**src/hdl/lsbo_pkg.sv**
```systemverilog
// Package for the line-of-sight box occlusion unit.
// Word types, widths, register codes and the state type of the back end.
// No dependencies.
package lsbo_pkg;

  localparam int unsigned CoordW   = 20;
  localparam int unsigned MaxWalls = 16;
  localparam int unsigned SlotW    = $clog2(MaxWalls);
  localparam int unsigned CountW   = 5;
  localparam int unsigned StepW    = 12;
  localparam int unsigned DeltaW   = CoordW + 1;
  localparam int unsigned SqW      = 2 * DeltaW;
  localparam int unsigned RootW    = DeltaW;
  localparam int unsigned UnitSh   = 16;
  localparam int unsigned UnitW    = UnitSh + 1;
  localparam int unsigned NumW     = DeltaW + UnitSh;
  localparam int unsigned LenW     = RootW + 1;
  localparam int unsigned PosW     = CoordW + 2;
  localparam int unsigned CfgIdxW  = 2;
  localparam int unsigned CfgDataW = StepW;

  localparam logic [CfgIdxW-1:0] CFG_WALL_COUNT = 2'd0;
  localparam logic [CfgIdxW-1:0] CFG_STEP_LEN   = 2'd1;
  localparam logic [StepW-1:0]   STEP_LEN_RST   = 12'd160;

  typedef struct packed {
    logic                     req_type;
    logic [3:0]               wall_index;
    logic signed [CoordW-1:0] box_x_min;
    logic signed [CoordW-1:0] box_y_min;
    logic signed [CoordW-1:0] box_x_max;
    logic signed [CoordW-1:0] box_y_max;
    logic signed [CoordW-1:0] from_x;
    logic signed [CoordW-1:0] from_y;
    logic signed [CoordW-1:0] target_x;
    logic signed [CoordW-1:0] target_y;
  } in_t;

  typedef struct packed {
    logic                     visible;
    logic signed [CoordW-1:0] hit_x;
    logic signed [CoordW-1:0] hit_y;
  } out_t;

  typedef enum logic {OP_LOAD, OP_QUERY} op_e;

  typedef struct packed {
    op_e op;
    in_t w;
  } entry_t;

  typedef struct packed {
    logic signed [CoordW-1:0] x_min;
    logic signed [CoordW-1:0] y_min;
    logic signed [CoordW-1:0] x_max;
    logic signed [CoordW-1:0] y_max;
  } box_t;

  typedef struct packed {
    logic            start;
    logic [NumW-1:0] num;
    logic [RootW-1:0] den;
  } div_req_t;

  typedef struct packed {
    logic            done;
    logic [NumW-1:0] quot;
  } div_rsp_t;

  typedef enum logic [3:0] {
    ST_IDLE, ST_SQX, ST_SQY, ST_ROOT, ST_DSTEP, ST_WSTEP, ST_DUX, ST_WUX,
    ST_DUY, ST_WUY, ST_MUL, ST_CHK, ST_OUT
  } state_e;

endpackage

```
**src/hdl/lsbo_front.sv**
```systemverilog
// Front end: takes input words and classifies them into queue entries.
// Depends on lsbo_pkg.
module lsbo_front (
  input  logic              clk_i,
  input  logic              rst_ni,
  input  logic              in_valid_i,
  output logic              in_stall_o,
  input  lsbo_pkg::in_t     in_word_i,
  output logic              push_o,
  output lsbo_pkg::entry_t  entry_o,
  input  logic              full_i
);
  import lsbo_pkg::*;

  logic   valid_q, valid_d;
  entry_t entry_q;
  logic   take;

  assign push_o     = valid_q;
  assign entry_o    = entry_q;
  assign in_stall_o = valid_q & full_i;
  assign take       = in_valid_i & ~in_stall_o;

  always_comb begin
    valid_d = valid_q;
    if (valid_q && !full_i) valid_d = 1'b0;
    if (take) valid_d = 1'b1;
  end

  always_ff @(posedge clk_i or negedge rst_ni) begin
    if (!rst_ni) begin
      valid_q <= 1'b0;
    end else begin
      valid_q <= valid_d;
    end
  end

  always_ff @(posedge clk_i) begin
    if (take) begin
      entry_q.op <= in_word_i.req_type ? OP_QUERY : OP_LOAD;
      entry_q.w  <= in_word_i;
    end
  end

endmodule

```
**config.mk**
```make
export PLATFORM = sky130hd
export DESIGN_NAME = lsbo_front
export DESIGN_NICKNAME = d
export VERILOG_FILES = /design/src/hdl/lsbo_pkg.sv /design/src/hdl/lsbo_front.sv
export SDC_FILE = /design/constraint.sdc
export NUM_CORES = 1
export LEC_CHECK = 0
export BUFFER_PORTS_ARGS = -buffer_cell sky130_fd_sc_hd__buf_2
export CAP_MARGIN = 10
export CORE_UTILIZATION = 28
export DETAILED_ROUTE_END_ITERATION = 10
export GPL_TIMING_DRIVEN = 0
export REMOVE_ABC_BUFFERS = 1
export SYNTH_ARGS = -nofsm -noshare
export SYNTH_HDL_FRONTEND = slang
export SYNTH_SLANG_ARGS = --single-unit
```
**constraint.sdc**
```tcl
create_clock -name clk_i -period 7.4 [get_ports clk_i]
set_input_delay 1.48 -clock clk_i [delete_from_list [all_inputs] [get_ports clk_i]]
set_output_delay 1.48 -clock clk_i [all_outputs]
set_load 0.02 [all_outputs]
```
==> metrics.md <==
| Metric | Value |
|---|---|
| Status | `complete, no violations` |
| Setup TNS | `0 ns` |
| Die footprint | `around 0.018 sq mm` |
| H-tree depth | `4` |
| RR Endpoint | `entry_o[91]` |
| WHS Path Cells | `1` |
| Crit-path max FO | `3` |
| Final core occ | `0.4402` |
| Number of synthesized register bits | `between 150 and 200` |
| Via density | `between 4 and 5` |
| Final critical-path share of the clock period | `0.4554` |
| I/O pin total | `about 340` |
| Placeable Area | `around 0.017 sq mm` |
| Total track usage | `0.1294` |
| Hold buffer count at cts | `0` |
| Mapped Area | `0.005012 sq mm` |
| RSZ-0062 raised after global routing | `false` |
| FF-to-FF setup slack | `around 5.6 ns` |
| CTS clk-pin slew, worst paths | `0.06 ns` |
| End of the worst hold path | `push_o` |
| Port Buffer Count | `between 300 and 400` |
| Fin nets | `699` |
| First-pass GRT wire length | `around 17 mm` |
| Post-Synthesis Cells | `170` |
| Internal cell power | `1609 uW` |
| HP Class | `register to register` |
| Synth warn | `0` |
| Net Sw Power | `510.4 uW` |
| CP Class | `input port to output pin` |
| Layout cells sized above 1 | `0.6869` |
| Cell Area, Placed | `about 0.0071 sq mm` |
| Worst-Skew Late Latency | `about 0.42 ns` |
| Initial antenna violation count | `1` |
| Design Area, Final | `between 0.007 and 0.008 sq mm` |
| Distinct cells, synth | `6` |
| Routability cong. | `approximately 0.75` |
| Slew Viols, Final | `0` |
| # setup viols final | `0` |
| Antenna cells | `0` |
| Sequential Power Share | `0.523` |
| Largest net degree at the start of global routing | `34` |
| Worst hold slack | `a little under 0.6 ns` |
| R2R depth | `3` |
| Worst Setup End Kind | `output pin` |
| Via count | `between 3000 and 4000` |
| Post-CTS setup buffer count | `0` |
| Die W | `approximately 140 um` |
| Crit start category | `input port` |
| Final hold viol count | `0` |
| Syn Area/Cell | `slightly below 30 sq um` |
| CTS Buf Count | `17` |
| DR iter-0 viols | `87` |
| Initial core utilization | `0.2878` |
| CTS-repair resized insts | `0` |
| FMAX | `about 0.30 GHz` |
| Critical Path AT | `between 1.5 and 2 ns` |
| TritonCTS clock tree | `yes` |
| Minimum clock period | `between 3 and 4 ns` |
| P&R area growth vs syn | `52.95%` |
| R2r startpoint | `push_o` |
| Pwr/cell area | `about 280 mW/mm^2` |
| Sw frac | `0.2408` |
| Comb pwr share | `0.092` |
| Skew final | `between 0.004 and 0.005 ns` |
| Pre-antenna DRT Iters | `5` |
| Slew @ Worst Pin | `about 0.57 ns` |
| Vias in the first global route | `3225` |
| CTS max path bufs | `2` |
| Detailed-route wire length per cell | `roughly 16 um` |
| Worst Path Required | `5.92 ns` |
| Die Height | `~140 um` |
| Rel. slew slack | `0.6176` |
| Peak supply drop | `between 0.0001 and 0.00015 V` |
| Fillers | `around 1600` |
| Total congestion overflow | `0` |
| Clock Root Buffer | `clkbuf_16` |
| Row cnt | `between 40 and 50` |
| Clk sinks | `between 150 and 200` |
| HPWL after DPL | `roughly 9.6 mm` |
| Max-cap viol count | `0` |
| Hold Crit Start | `push_o` |
| Final ANT Viol Nets | `0` |
| Final WL | `around 12 mm` |
| Post-route DRC violation count | `0` |
| Clock network fraction of design power | `0.386` |
| Register area share after synthesis | `0.9935` |
| Leak | `0.003249 uW` |
## critical path: stages
cell	delay, ns
buf_2	0.12
and2_1	0.13
buf_2	0.15
## cell families (layout without fill, tap and decap cells)
family,after synthesis,after routing,synth area share
flops,166,166,0.9935
compound gates,2,2,0.003745
simple gates,1,1,0.001249
buf+inv,1,374,0.001498
## Yosys cell counts
cell / count / area [sq um]
a21o_1: 1 / 7.510
dfrtp_1: 1 / 25.02
edfxtp_1: 165 / 4955
and2_1: 1 / 6.260
a21boi_2: 1 / 11.26
buf_4: 1 / 7.510
## worst max-delay path by stage
stage	from	end	slack [ns]
after floorplan	full_i	entry_o[0]	0.70
after global placement	full_i	entry_o[149]	-0.87
after detailed placement	full_i	in_stall_o	4.03
after CTS	full_i	in_stall_o	4.03
after global routing	full_i	in_stall_o	4.02
final	full_i	in_stall_o	4.03
## layout by cell type (no fill, tap or decap), drive strengths merged
cell type / Yosys / final
buf: 1 / 342
edfxtp: 165 / 165
clkbuf: 0 / 18
inv: 0 / 7
clkinv: 0 / 5
clkinvlp: 0 / 2
and2: 1 / 1
a21boi: 1 / 1
a21o: 1 / 1
dfrtp: 1 / 1
## metal layers
layer | part of all wire | vias to the layer above | routed length, um | track usage
met4 | 0.012 | 0 | 148 | 0.05243
met1 | 0.36 | 1452 | 4410 | 0.1295
met5 | 0 | - | 0 | 0
met3 | 0.12 | 13 | 1441 | 0.06659
met2 | 0.51 | 214 | 6295 | 0.2251
li1 | - | 1416 | - | -
## metrics by stage
step                setup slack (ns)  instances  power (uW)
finish                         4.030        768        2120
floorplan                     0.6956        169        1223
detailed placement             4.028        736        1328
CTS                            4.026        768        2155
global placement             -0.8742        730        1321
global route                   4.020        768        2197
## area by class of cell
type	count	area, sq um	share of cell area
well taps	225	281.5	0.03672
clock buffers	18	429.2	0.05598
flip-flops and latches	166	4980	0.6496
multi-input cells	3	32.53	0.004244
clock inverters	14	118.9	0.01551
repair buffers	342	1824	0.2380
## power by group through the flow
stage | logic [uW] | registers [uW] | clock network, uW
after floorplan | 17.7 | 1200 | 0
after global placement | 181 | 1140 | 0
after detailed placement | 199 | 1130 | 0
after CTS | 198 | 1110 | 848
after global routing | 208 | 1110 | 876
final | 194 | 1110 | 817
## registers in the layout, summed over array words and instances, names as in the netlist
register / flops
entry_o: 165
push_o: 1
Power figures use the tool's default switching activity.
