<file path="config.mk">
export PLATFORM = sky130hd
export DESIGN_NAME = lsbo_fifo
export DESIGN_NICKNAME = d
export VERILOG_FILES = /design/src/hdl/lsbo_pkg.sv /design/src/hdl/lsbo_fifo.sv
export SDC_FILE = /design/constraint.sdc
export NUM_CORES = 1
export LEC_CHECK = 0
export ABC_CLOCK_PERIOD_IN_PS = 23700
export BUFFER_PORTS_ARGS = -buffer_cell sky130_fd_sc_hd__buf_2
export CAP_MARGIN = 25
export CORE_MARGIN = 2
export CORE_UTILIZATION = 55
export CTS_CLUSTER_DIAMETER = 60
export DETAILED_ROUTE_END_ITERATION = 10
export HOLD_SLACK_MARGIN = 0.15
export PLACE_DENSITY_LB_ADDON = 0.12
export SLEW_MARGIN = 15
export SYNTH_ARGS = -nofsm -noshare
export SYNTH_HDL_FRONTEND = slang
export SYNTH_SLANG_ARGS = --single-unit
</file>
<file path="constraint.sdc">
create_clock -name clk_i -period 23.7 [get_ports clk_i]
set_input_delay 3.555 -clock clk_i [delete_from_list [all_inputs] [get_ports clk_i]]
set_output_delay 3.555 -clock clk_i [all_outputs]
set_load 0.05 [all_outputs]
</file>
<file path="src/hdl/lsbo_pkg.sv">
// Package for the line-of-sight box occlusion unit.
// Word types, widths, register codes and the state type of the back end.
// No dependencies.
package lsbo_pkg;

  localparam int unsigned CoordW   = 20;
  localparam int unsigned MaxWalls = 16;
  localparam int unsigned SlotW    = $clog2(MaxWalls);
  localparam int unsigned CountW   = 5;
  localparam int unsigned StepW    = 12;
  localparam int unsigned DeltaW   = CoordW + 1;
  localparam int unsigned SqW      = 2 * DeltaW;
  localparam int unsigned RootW    = DeltaW;
  localparam int unsigned UnitSh   = 16;
  localparam int unsigned UnitW    = UnitSh + 1;
  localparam int unsigned NumW     = DeltaW + UnitSh;
  localparam int unsigned LenW     = RootW + 1;
  localparam int unsigned PosW     = CoordW + 2;
  localparam int unsigned CfgIdxW  = 2;
  localparam int unsigned CfgDataW = StepW;

  localparam logic [CfgIdxW-1:0] CFG_WALL_COUNT = 2'd0;
  localparam logic [CfgIdxW-1:0] CFG_STEP_LEN   = 2'd1;
  localparam logic [StepW-1:0]   STEP_LEN_RST   = 12'd160;

  typedef struct packed {
    logic                     req_type;
    logic [3:0]               wall_index;
    logic signed [CoordW-1:0] box_x_min;
    logic signed [CoordW-1:0] box_y_min;
    logic signed [CoordW-1:0] box_x_max;
    logic signed [CoordW-1:0] box_y_max;
    logic signed [CoordW-1:0] from_x;
    logic signed [CoordW-1:0] from_y;
    logic signed [CoordW-1:0] target_x;
    logic signed [CoordW-1:0] target_y;
  } in_t;

  typedef struct packed {
    logic                     visible;
    logic signed [CoordW-1:0] hit_x;
    logic signed [CoordW-1:0] hit_y;
  } out_t;

  typedef enum logic {OP_LOAD, OP_QUERY} op_e;

  typedef struct packed {
    op_e op;
    in_t w;
  } entry_t;

  typedef struct packed {
    logic signed [CoordW-1:0] x_min;
    logic signed [CoordW-1:0] y_min;
    logic signed [CoordW-1:0] x_max;
    logic signed [CoordW-1:0] y_max;
  } box_t;

  typedef struct packed {
    logic            start;
    logic [NumW-1:0] num;
    logic [RootW-1:0] den;
  } div_req_t;

  typedef struct packed {
    logic            done;
    logic [NumW-1:0] quot;
  } div_rsp_t;

  typedef enum logic [3:0] {
    ST_IDLE, ST_SQX, ST_SQY, ST_ROOT, ST_DSTEP, ST_WSTEP, ST_DUX, ST_WUX,
    ST_DUY, ST_WUY, ST_MUL, ST_CHK, ST_OUT
  } state_e;

endpackage

</file>
<file path="src/hdl/lsbo_fifo.sv">
// Two-entry queue between front and back end.
// Depends on lsbo_pkg.
module lsbo_fifo (
  input  logic             clk_i,
  input  logic             rst_ni,
  input  logic             push_i,
  input  lsbo_pkg::entry_t data_i,
  output logic             full_o,
  input  logic             pop_i,
  output logic             empty_o,
  output lsbo_pkg::entry_t data_o
);
  import lsbo_pkg::*;

  entry_t     mem_q [2];
  logic       wptr_q, rptr_q;
  logic [1:0] cnt_q;
  logic       do_push, do_pop;

  assign full_o  = cnt_q == 2'd2;
  assign empty_o = cnt_q == 2'd0;
  assign data_o  = mem_q[rptr_q];
  assign do_push = push_i & ~full_o;
  assign do_pop  = pop_i & ~empty_o;

  always_ff @(posedge clk_i or negedge rst_ni) begin
    if (!rst_ni) begin
      wptr_q <= 1'b0;
      rptr_q <= 1'b0;
      cnt_q  <= 2'd0;
    end else begin
      if (do_push) wptr_q <= ~wptr_q;
      if (do_pop) rptr_q <= ~rptr_q;
      cnt_q <= cnt_q + {1'b0, do_push} - {1'b0, do_pop};
    end
  end

  always_ff @(posedge clk_i) begin
    if (do_push) mem_q[wptr_q] <= data_i;
  end

endmodule

</file>
==> results of run 1 <==
routing by layer:
| layer | vias up | GRT usage [%] | part of all wire, % |
|---|---|---|---|
| li1 | 2869 | - | - |
| met1 | 3072 | 20.96 | 36 |
| met2 | 241 | 32.89 | 51 |
| met3 | 66 | 7.111 | 9.0 |
| met4 | 10 | 8.825 | 3.9 |
| met5 | - | 0 | 0.28 |
stage by stage:
step / area, µm² / util (%) / hold WS [ns] / setup slack (ns)
after global routing: 15810 / 69.83 / 0.5600 / 17.11
after floorplan: 12720 / - / 0.4608 / 12.47
after global placement: 14630 / 64.60 / 0.4861 / 17.65
after detailed placement: 14670 / 64.81 / 0.5331 / 17.76
after CTS: 15800 / 69.78 / 0.5474 / 17.22
final: 15810 / 69.84 / 0.5406 / 17.22
placed cells by master (no fill, tap or decap):
cell type / n
inv_1: 2
bufinv_16: 3
mux2_2: 36
clkinv_1: 9
xnor2_1: 3
nand2_1: 1
ha_1: 2
buf_12: 2
dfrtp_4: 1
buf_2: 337
diode_2: 6
buf_4: 3
clkbuf_8: 2
nor2b_1: 1
clkinv_2: 4
dfrtp_1: 3
nor2_1: 1
clkbuf_16: 37
mux2_4: 130
clkbuf_1: 7
nand2b_1: 1
and3_4: 1
nor2_4: 1
buf_16: 1
xor2_1: 1
edfxtp_1: 332
layout make-up:
| type | count | share of cell area (%) |
|---|---|---|
| sequential | 336 | 63.70 |
| multi-input combinational | 178 | 15.56 |
| timing repair buffer | 343 | 11.24 |
| clock buffer | 46 | 6.196 |
| tap | 285 | 2.255 |
| clock inverter | 16 | 0.9100 |
| antenna | 6 | 0.09495 |
| inverter | 2 | 0.04748 |
cells by family after synthesis:
kind of cell / after synthesis / synth area share (%)
adder cells (fa/ha/maj): 2 / 0.1967
AND/OR/NAND/NOR: 6 / 0.2362
multiplexers: 166 / 18.53
XOR/XNOR: 4 / 0.2755
flip-flops: 336 / 79.17
buffers and inverters: 21 / 1.594
worst max-delay path by stage:
stage                  startpoint  slack, ns                     end
3_5_place_dp   rptr_q$_DFFE_PN0P_      17.76              data_o[19]
4_1_cts        rptr_q$_DFFE_PN0P_      17.22              data_o[19]
5_1_grt        rptr_q$_DFFE_PN0P_      17.11              data_o[19]
3_3_place_gp               push_i      17.65  mem_q[1][37]$_DFFE_PP_
2_1_floorplan              push_i      12.47   mem_q[0][0]$_DFFE_PP_
6_report       rptr_q$_DFFE_PN0P_      17.22              data_o[25]
report_power, final:
| part | total [mW] | internal [mW] | leakage, nW | switching, mW |
|---|---|---|---|---|
| logic | 1.01 | 0.311 | 2.64 | 0.698 |
| registers | 0.864 | 0.813 | 3.13 | 0.0503 |
| clock network | 0.526 | 0.322 | 0.551 | 0.204 |
flip-flops by register name, summed over array words and instances (netlist names):
| register | cells |
|---|---|
| cnt_q | 2 |
| rptr_q | 1 |
| wptr_q | 1 |
| mem_q | 332 |
==> impl_results.rst, run 1 <==
.. list-table::
   :header-rows: 1

   * - Metric
     - Value
   * - Worst hold path endpoint
     - cnt_q[1]$_DFF_PN0_
   * - Most used standard cell by instance count after synthesis
     - edfxtp_1
   * - Buffering stage count on the worst path with inverters included
     - 2
   * - Number of buffers inserted by port buffering
     - 337
   * - Pin count of the biggest net entering global routing
     - 122
   * - I/O pin cnt
     - 338
   * - Vias after detailed routing
     - 6258
   * - Final setup violating endpoints
     - 0
   * - Total global-route track usage
     - 19.04%
   * - Cell at the root of the clock tree
     - clkbuf_16
   * - Final max-slew violation count
     - 0
   * - Final clock period utilization by the worst path
     - 27.36%
   * - Leakage power summed over all cells
     - 6.317 nW
   * - Drt first-iter violations
     - 357
   * - Syn-to-layout area delta
     - 24.32%
   * - Largest fanout on the critical path
     - 121
   * - Status
     - complete, no violations
   * - HPWL after detailed placement
     - 16.16 mm
   * - # rows
     - 55
   * - Wire length reported by the detailed router
     - 23.88 mm
   * - Number of synthesized flops with an enable pin
     - 332
   * - Least-Margin Pin Slew
     - 0.9756 ns
   * - Die Area
     - 24360 µm²
   * - Synthesized area divided by synthesized cell count
     - 23.78 µm²
   * - CP endpoint kind
     - output port
   * - Clock latency of the later-clocked register in the worst-skew pair
     - 0.50 ns
   * - Combined flip-flop and latch cell area
     - 10070 µm²
   * - Starting utilization of the core area
     - 56.18%
   * - Post-layout minimum cycle time
     - 6.485 ns
   * - Share of cells above drive strength 1
     - 60.59%
   * - Dominant synthesized flop cell
     - edfxtp_1
   * - First-pass GRT wire length
     - 35.01 mm
   * - Count of state elements after synthesis
     - 336
   * - Synth top area cells
     - edfxtp_1 (78%), mux2_4 (15%), mux2_2 (3.2%)
   * - Cts-stage hold buffer count
     - 0
   * - Source of the worst hold timing path
     - cnt_q[1]$_DFF_PN0_
   * - Worst R2R Path Depth
     - 4
   * - CTS tree
     - yes
   * - Post-route insts no fill
     - 1212
   * - Core Area
     - 22640 µm²
   * - First-pass DRT Iterations
     - 4
   * - Most instantiated cells after synthesis
     - edfxtp_1 (332), mux2_4 (130), mux2_2 (36)
   * - Terminus of the critical flop-to-flop path
     - mem_q[0][80]$_DFFE_PP_
   * - Reg clk slew, reported paths
     - 0.06 ns
   * - Power density over the cells
     - 151.7 nW/µm²
   * - Number of warnings printed during yosys synthesis
     - 0
   * - Peak supply drop
     - 101.9 µV
   * - Remaining antenna violation count
     - 0
   * - Family with the most delay on the worst path
     - flip-flops
   * - Cells after Synth
     - 535
   * - Accumulated negative setup slack
     - 0 ns
   * - Number of inserted filler cells in the final layout
     - 1432
   * - Worst path required time
     - 20.15 ns
   * - Reg-to-reg setup timing slack
     - 20.93 ns
   * - Vias in the first global route
     - 6595
   * - Total placed cells including tap cells
     - 1144
   * - Critical register-to-register path startpoint
     - cnt_q[1]$_DFF_PN0_
   * - Routed WL per cell
     - 19.70 µm
   * - Delay of the slowest cell on the worst path
     - 0.92 ns
   * - Crit path launch type
     - flip-flop
   * - Hold Violations, Final
     - 0
   * - Sink count of the clock tree
     - 336
   * - Power consumption
     - 2.398 mW
   * - Share of async-settable or async-resettable flops after synthesis
     - 1.190%
   * - Post-CTS Repair Setup Buffers
     - 0
   * - Critical setup path kind
     - flip-flop to output port
   * - Cell with the biggest individual delay on the critical path
     - dfrtp_4
   * - Synthesized Nets
     - 707
   * - Max frequency
     - 154.2 MHz
   * - Unrepaired setup endpoints after global routing
     - no
   * - Cell depth of the worst setup path
     - 3
   * - Worst max-slew margin expressed relative to the limit
     - 34.96%
   * - Total of cells resized after clock tree synthesis
     - 0
   * - Post-layout net count
     - 1068
   * - Proportion of synthesized chip area in sequential cells
     - 79.17%
   * - Fraction of synthesized cell area taken by the top area cell type
     - 78.38%
   * - Inserted Clock Buffers
     - 35
   * - Final GP Congestion
     - 0.7704
   * - Count of unique library cells instantiated by Yosys
     - 15
   * - Maximum buffer depth of the clock tree
     - 3
   * - Chain of cells forming the critical path
     - buf_12 -> mux2_2 -> buf_2
   * - Max Cap Violations
     - 0
   * - Via-to-Cell Ratio
     - 5.163
   * - Data arrival time of the worst path
     - 2.93 ns
   * - Die width
     - 156.1 µm
   * - Max H-tree Level
     - 2
   * - Depth of the worst hold-timing path
     - 1
   * - Post-synth design cell area
     - 12720 µm²
   * - Cell taking the most area after synthesis
     - edfxtp_1
   * - Gr ovfl total
     - 0
   * - Remaining design rule violation count
     - 0
   * - Path category of the worst min-delay check
     - flip-flop to flip-flop
   * - Setup clock skew after layout
     - 0.01301 ns
   * - Multi-input combinational cell area
     - 2460 µm²
   * - Initial antenna violation count
     - 11
   * - Floorplan die height
     - 156.1 µm
Power figures use the tool's default switching activity.
==> run 2: changes to the inputs <==
ABC_CLOCK_PERIOD_IN_PS = 5200   (was 23700)
CORE_UTILIZATION = 47   (was 55)
clock period = 5.2 ns   (was 23.7 ns; I/O delays follow)
==> impl_results.rst, run 2 (same netlist as run 1, synthesis figures left out) <==
.. list-table::
   :header-rows: 1

   * - Metric
     - Value
   * - Gr ovfl total
     - 0 (unchanged)
   * - Unrepaired setup endpoints after global routing
     - no (unchanged)
   * - Final GP Congestion
     - 0.7559 (was 0.7704)
   * - Vias in the first global route
     - 6683 (was 6595)
   * - Core Area
     - 26730 µm² (was 22640 µm²)
   * - Top reg by flops
     - mem_q (unchanged)
   * - Max frequency
     - 295.5 MHz
   * - First-pass DRT Iterations
     - 4 (unchanged)
   * - Starting utilization of the core area
     - 47.59% (was 56.18%)
   * - Depth of the worst hold-timing path
     - 1 (unchanged)
   * - Remaining design rule violation count
     - 0 (unchanged)
   * - Clock latency of the later-clocked register in the worst-skew pair
     - 0.51 ns (was 0.50 ns)
   * - Path category of the worst min-delay check
     - input port to flip-flop (was flip-flop to flip-flop)
   * - Regs by FF count
     - mem_q (332), cnt_q (2) (unchanged)
   * - Total global-route track usage
     - 16.51% (was 19.04%)
   * - Setup clock skew after layout
     - 0.01836 ns (was 0.01301 ns)
   * - Share of cells above drive strength 1
     - 60.86% (was 60.59%)
   * - Post-CTS Repair Setup Buffers
     - 0 (unchanged)
   * - Via-to-Cell Ratio
     - 4.876 (was 5.163)
   * - Crit path launch type
     - flip-flop (unchanged)
   * - Routed WL per cell
     - 19.11 µm (was 19.70 µm)
   * - Peak supply drop
     - 364.7 µV (was 101.9 µV)
   * - Post-layout minimum cycle time
     - 3.384 ns
   * - Inserted Clock Buffers
     - 36 (was 35)
   * - Die Area
     - 28400 µm² (was 24360 µm²)
   * - Number of inserted filler cells in the final layout
     - 2014 (was 1432)
   * - Worst path required time
     - 4.42 ns (was 20.15 ns)
   * - Commonest cells after routing, fill and taps aside
     - buf_2 (337), edfxtp_1 (332), mux2_4 (130), clkbuf_16 (37), mux2_2 (36) (unchanged)
   * - Leakage power summed over all cells
     - 6.315 nW (was 6.317 nW)
   * - HPWL after detailed placement
     - 16.17 mm (was 16.16 mm)
   * - # rows
     - 60 (was 55)
   * - Accumulated negative setup slack
     - 0 ns (unchanged)
   * - Worst max-slew margin expressed relative to the limit
     - 34.09% (was 34.96%)
   * - Data arrival time of the worst path
     - 2.60 ns (was 2.93 ns)
   * - Number of flip-flops under the largest register name
     - 332 (unchanged)
   * - Final clock period utilization by the worst path
     - 65.08%
   * - I/O pin cnt
     - 338 (unchanged)
   * - Final max-slew violation count
     - 0 (unchanged)
   * - Number of buffers inserted by port buffering
     - 337 (unchanged)
   * - Syn-to-layout area delta
     - 24.90% (was 24.32%)
   * - Power density over the cells
     - 685.0 nW/µm² (was 151.7 nW/µm²)
   * - Remaining antenna violation count
     - 0 (unchanged)
   * - Worst R2R Path Depth
     - 4 (unchanged)
   * - Initial antenna violation count
     - 5 (was 11)
   * - Status
     - complete, no violations (unchanged)
   * - Max Cap Violations
     - 0 (unchanged)
   * - CP endpoint kind
     - output port (unchanged)
   * - Post-layout net count
     - 1072 (was 1068)
   * - Final setup violating endpoints
     - 0 (unchanged)
   * - Critical setup path kind
     - flip-flop to output port (unchanged)
   * - Least-Margin Pin Slew
     - 0.9887 ns (was 0.9756 ns)
   * - Power consumption
     - 10.88 mW (was 2.398 mW)
   * - Total placed cells including tap cells
     - 1201 (was 1144)
   * - Pin count of the biggest net entering global routing
     - 95 (was 122)
   * - Hold Violations, Final
     - 0 (unchanged)
   * - Drt first-iter violations
     - 467 (was 357)
   * - Hold_ws
     - 0.4576 ns (was 0.5406 ns)
   * - Largest fanout on the critical path
     - 36 (was 121)
   * - CTS tree
     - yes (unchanged)
   * - First-pass GRT wire length
     - 35.79 mm (was 35.01 mm)
   * - Die width
     - 168.5 µm (was 156.1 µm)
   * - Leading cell type in the layout, fill and taps excluded
     - buf_2 (unchanged)
   * - Wire length reported by the detailed router
     - 24.28 mm (was 23.88 mm)
   * - Sink count of the clock tree
     - 336 (unchanged)
   * - Vias after detailed routing
     - 6198 (was 6258)
   * - Max H-tree Level
     - 2 (unchanged)
   * - Floorplan die height
     - 168.5 µm (was 156.1 µm)
   * - Reg clk slew, reported paths
     - 0.06 ns (about the same)
   * - Cell at the root of the clock tree
     - clkbuf_16 (unchanged)
   * - Maximum buffer depth of the clock tree
     - 3 (unchanged)
   * - Post-route insts no fill
     - 1271 (was 1212)
run 2: cell types whose count changed in the layout (fill, tap and decap cells not counted), moves of 2 or more:
cell,before,now
bufinv_16,3,1
buf_12,2,4
clkbuf_8,2,0
inv_6,0,2
clkinvlp_4,0,2
clkinv_2,4,6
clkinv_1,9,6
run 2: cell type report:
type	count	area (µm²)	area share, %
Tap cell	341	426.7	2.686
Timing Repair Buffer	346	1827	11.50
Sequential cell	336	10070	63.41
Clock inverter	18	123.9	0.7797
Clock buffer	45	955.9	6.017
Inverter	2	7.507	0.04726
Multi-Input combinational cell	178	2460	15.48
Antenna cell	5	12.51	0.07876
run 2: path summary, 6_finish.rpt:
kind	start	end	slack [ns]
setup / recovery	rptr_q$_DFFE_PN0P_	data_o[20]	1.82
hold / removal	data_i[163]	mem_q[1][163]$_DFFE_PP_	0.46
min in group asynchronous	rst_ni	rptr_q$_DFFE_PN0P_	0.62
hold reg to reg	cnt_q[1]$_DFF_PN0_	cnt_q[1]$_DFF_PN0_	0.51
max in group asynchronous	rst_ni	rptr_q$_DFFE_PN0P_	4.44
setup reg to reg	cnt_q[0]$_DFF_PN0_	mem_q[0][113]$_DFFE_PP_	3.14
run 2: timing repair:
item | 4_1_cts | 5_1_grt
hold buffers | 1 | 0
endpoints found under the hold margin | 4 | 0
resized for setup | 0 | 0
run 2: through the flow:
| step | cell area (µm²) | worst slack (ns) | util, % |
|---|---|---|---|
| finish | 15890 | 1.816 | 59.44 |
| global route | 15880 | 1.694 | 59.41 |
| CTS | 15850 | 1.586 | 59.29 |
| detailed placement | 14760 | 2.146 | 55.22 |
| global placement | 14760 | 2.179 | 55.22 |
| floorplan | 12730 | 0.03808 | - |
run 2: routing by layer:
metal	vias to the layer above	track usage, %	share of wire [%]
met3	57	6.009	8.7
met5	-	0	0.086
li1	2874	-	-
met4	4	6.597	3.3
met2	248	28.23	50
met1	3015	19.01	38
run 2: report_power, final:
part	internal (mW)	switching, mW	total, mW
registers	3.71	0.198	3.91
logic	1.43	3.22	4.65
clock network	1.36	0.972	2.33
total	6.49	4.39	10.9
run 2: worst max-delay path, cell delays in order (launching register included):
cell and delay [ns]:
dfrtp_4 0.75, buf_16 0.31, buf_4 0.40, mux2_2 0.39, buf_2 0.21
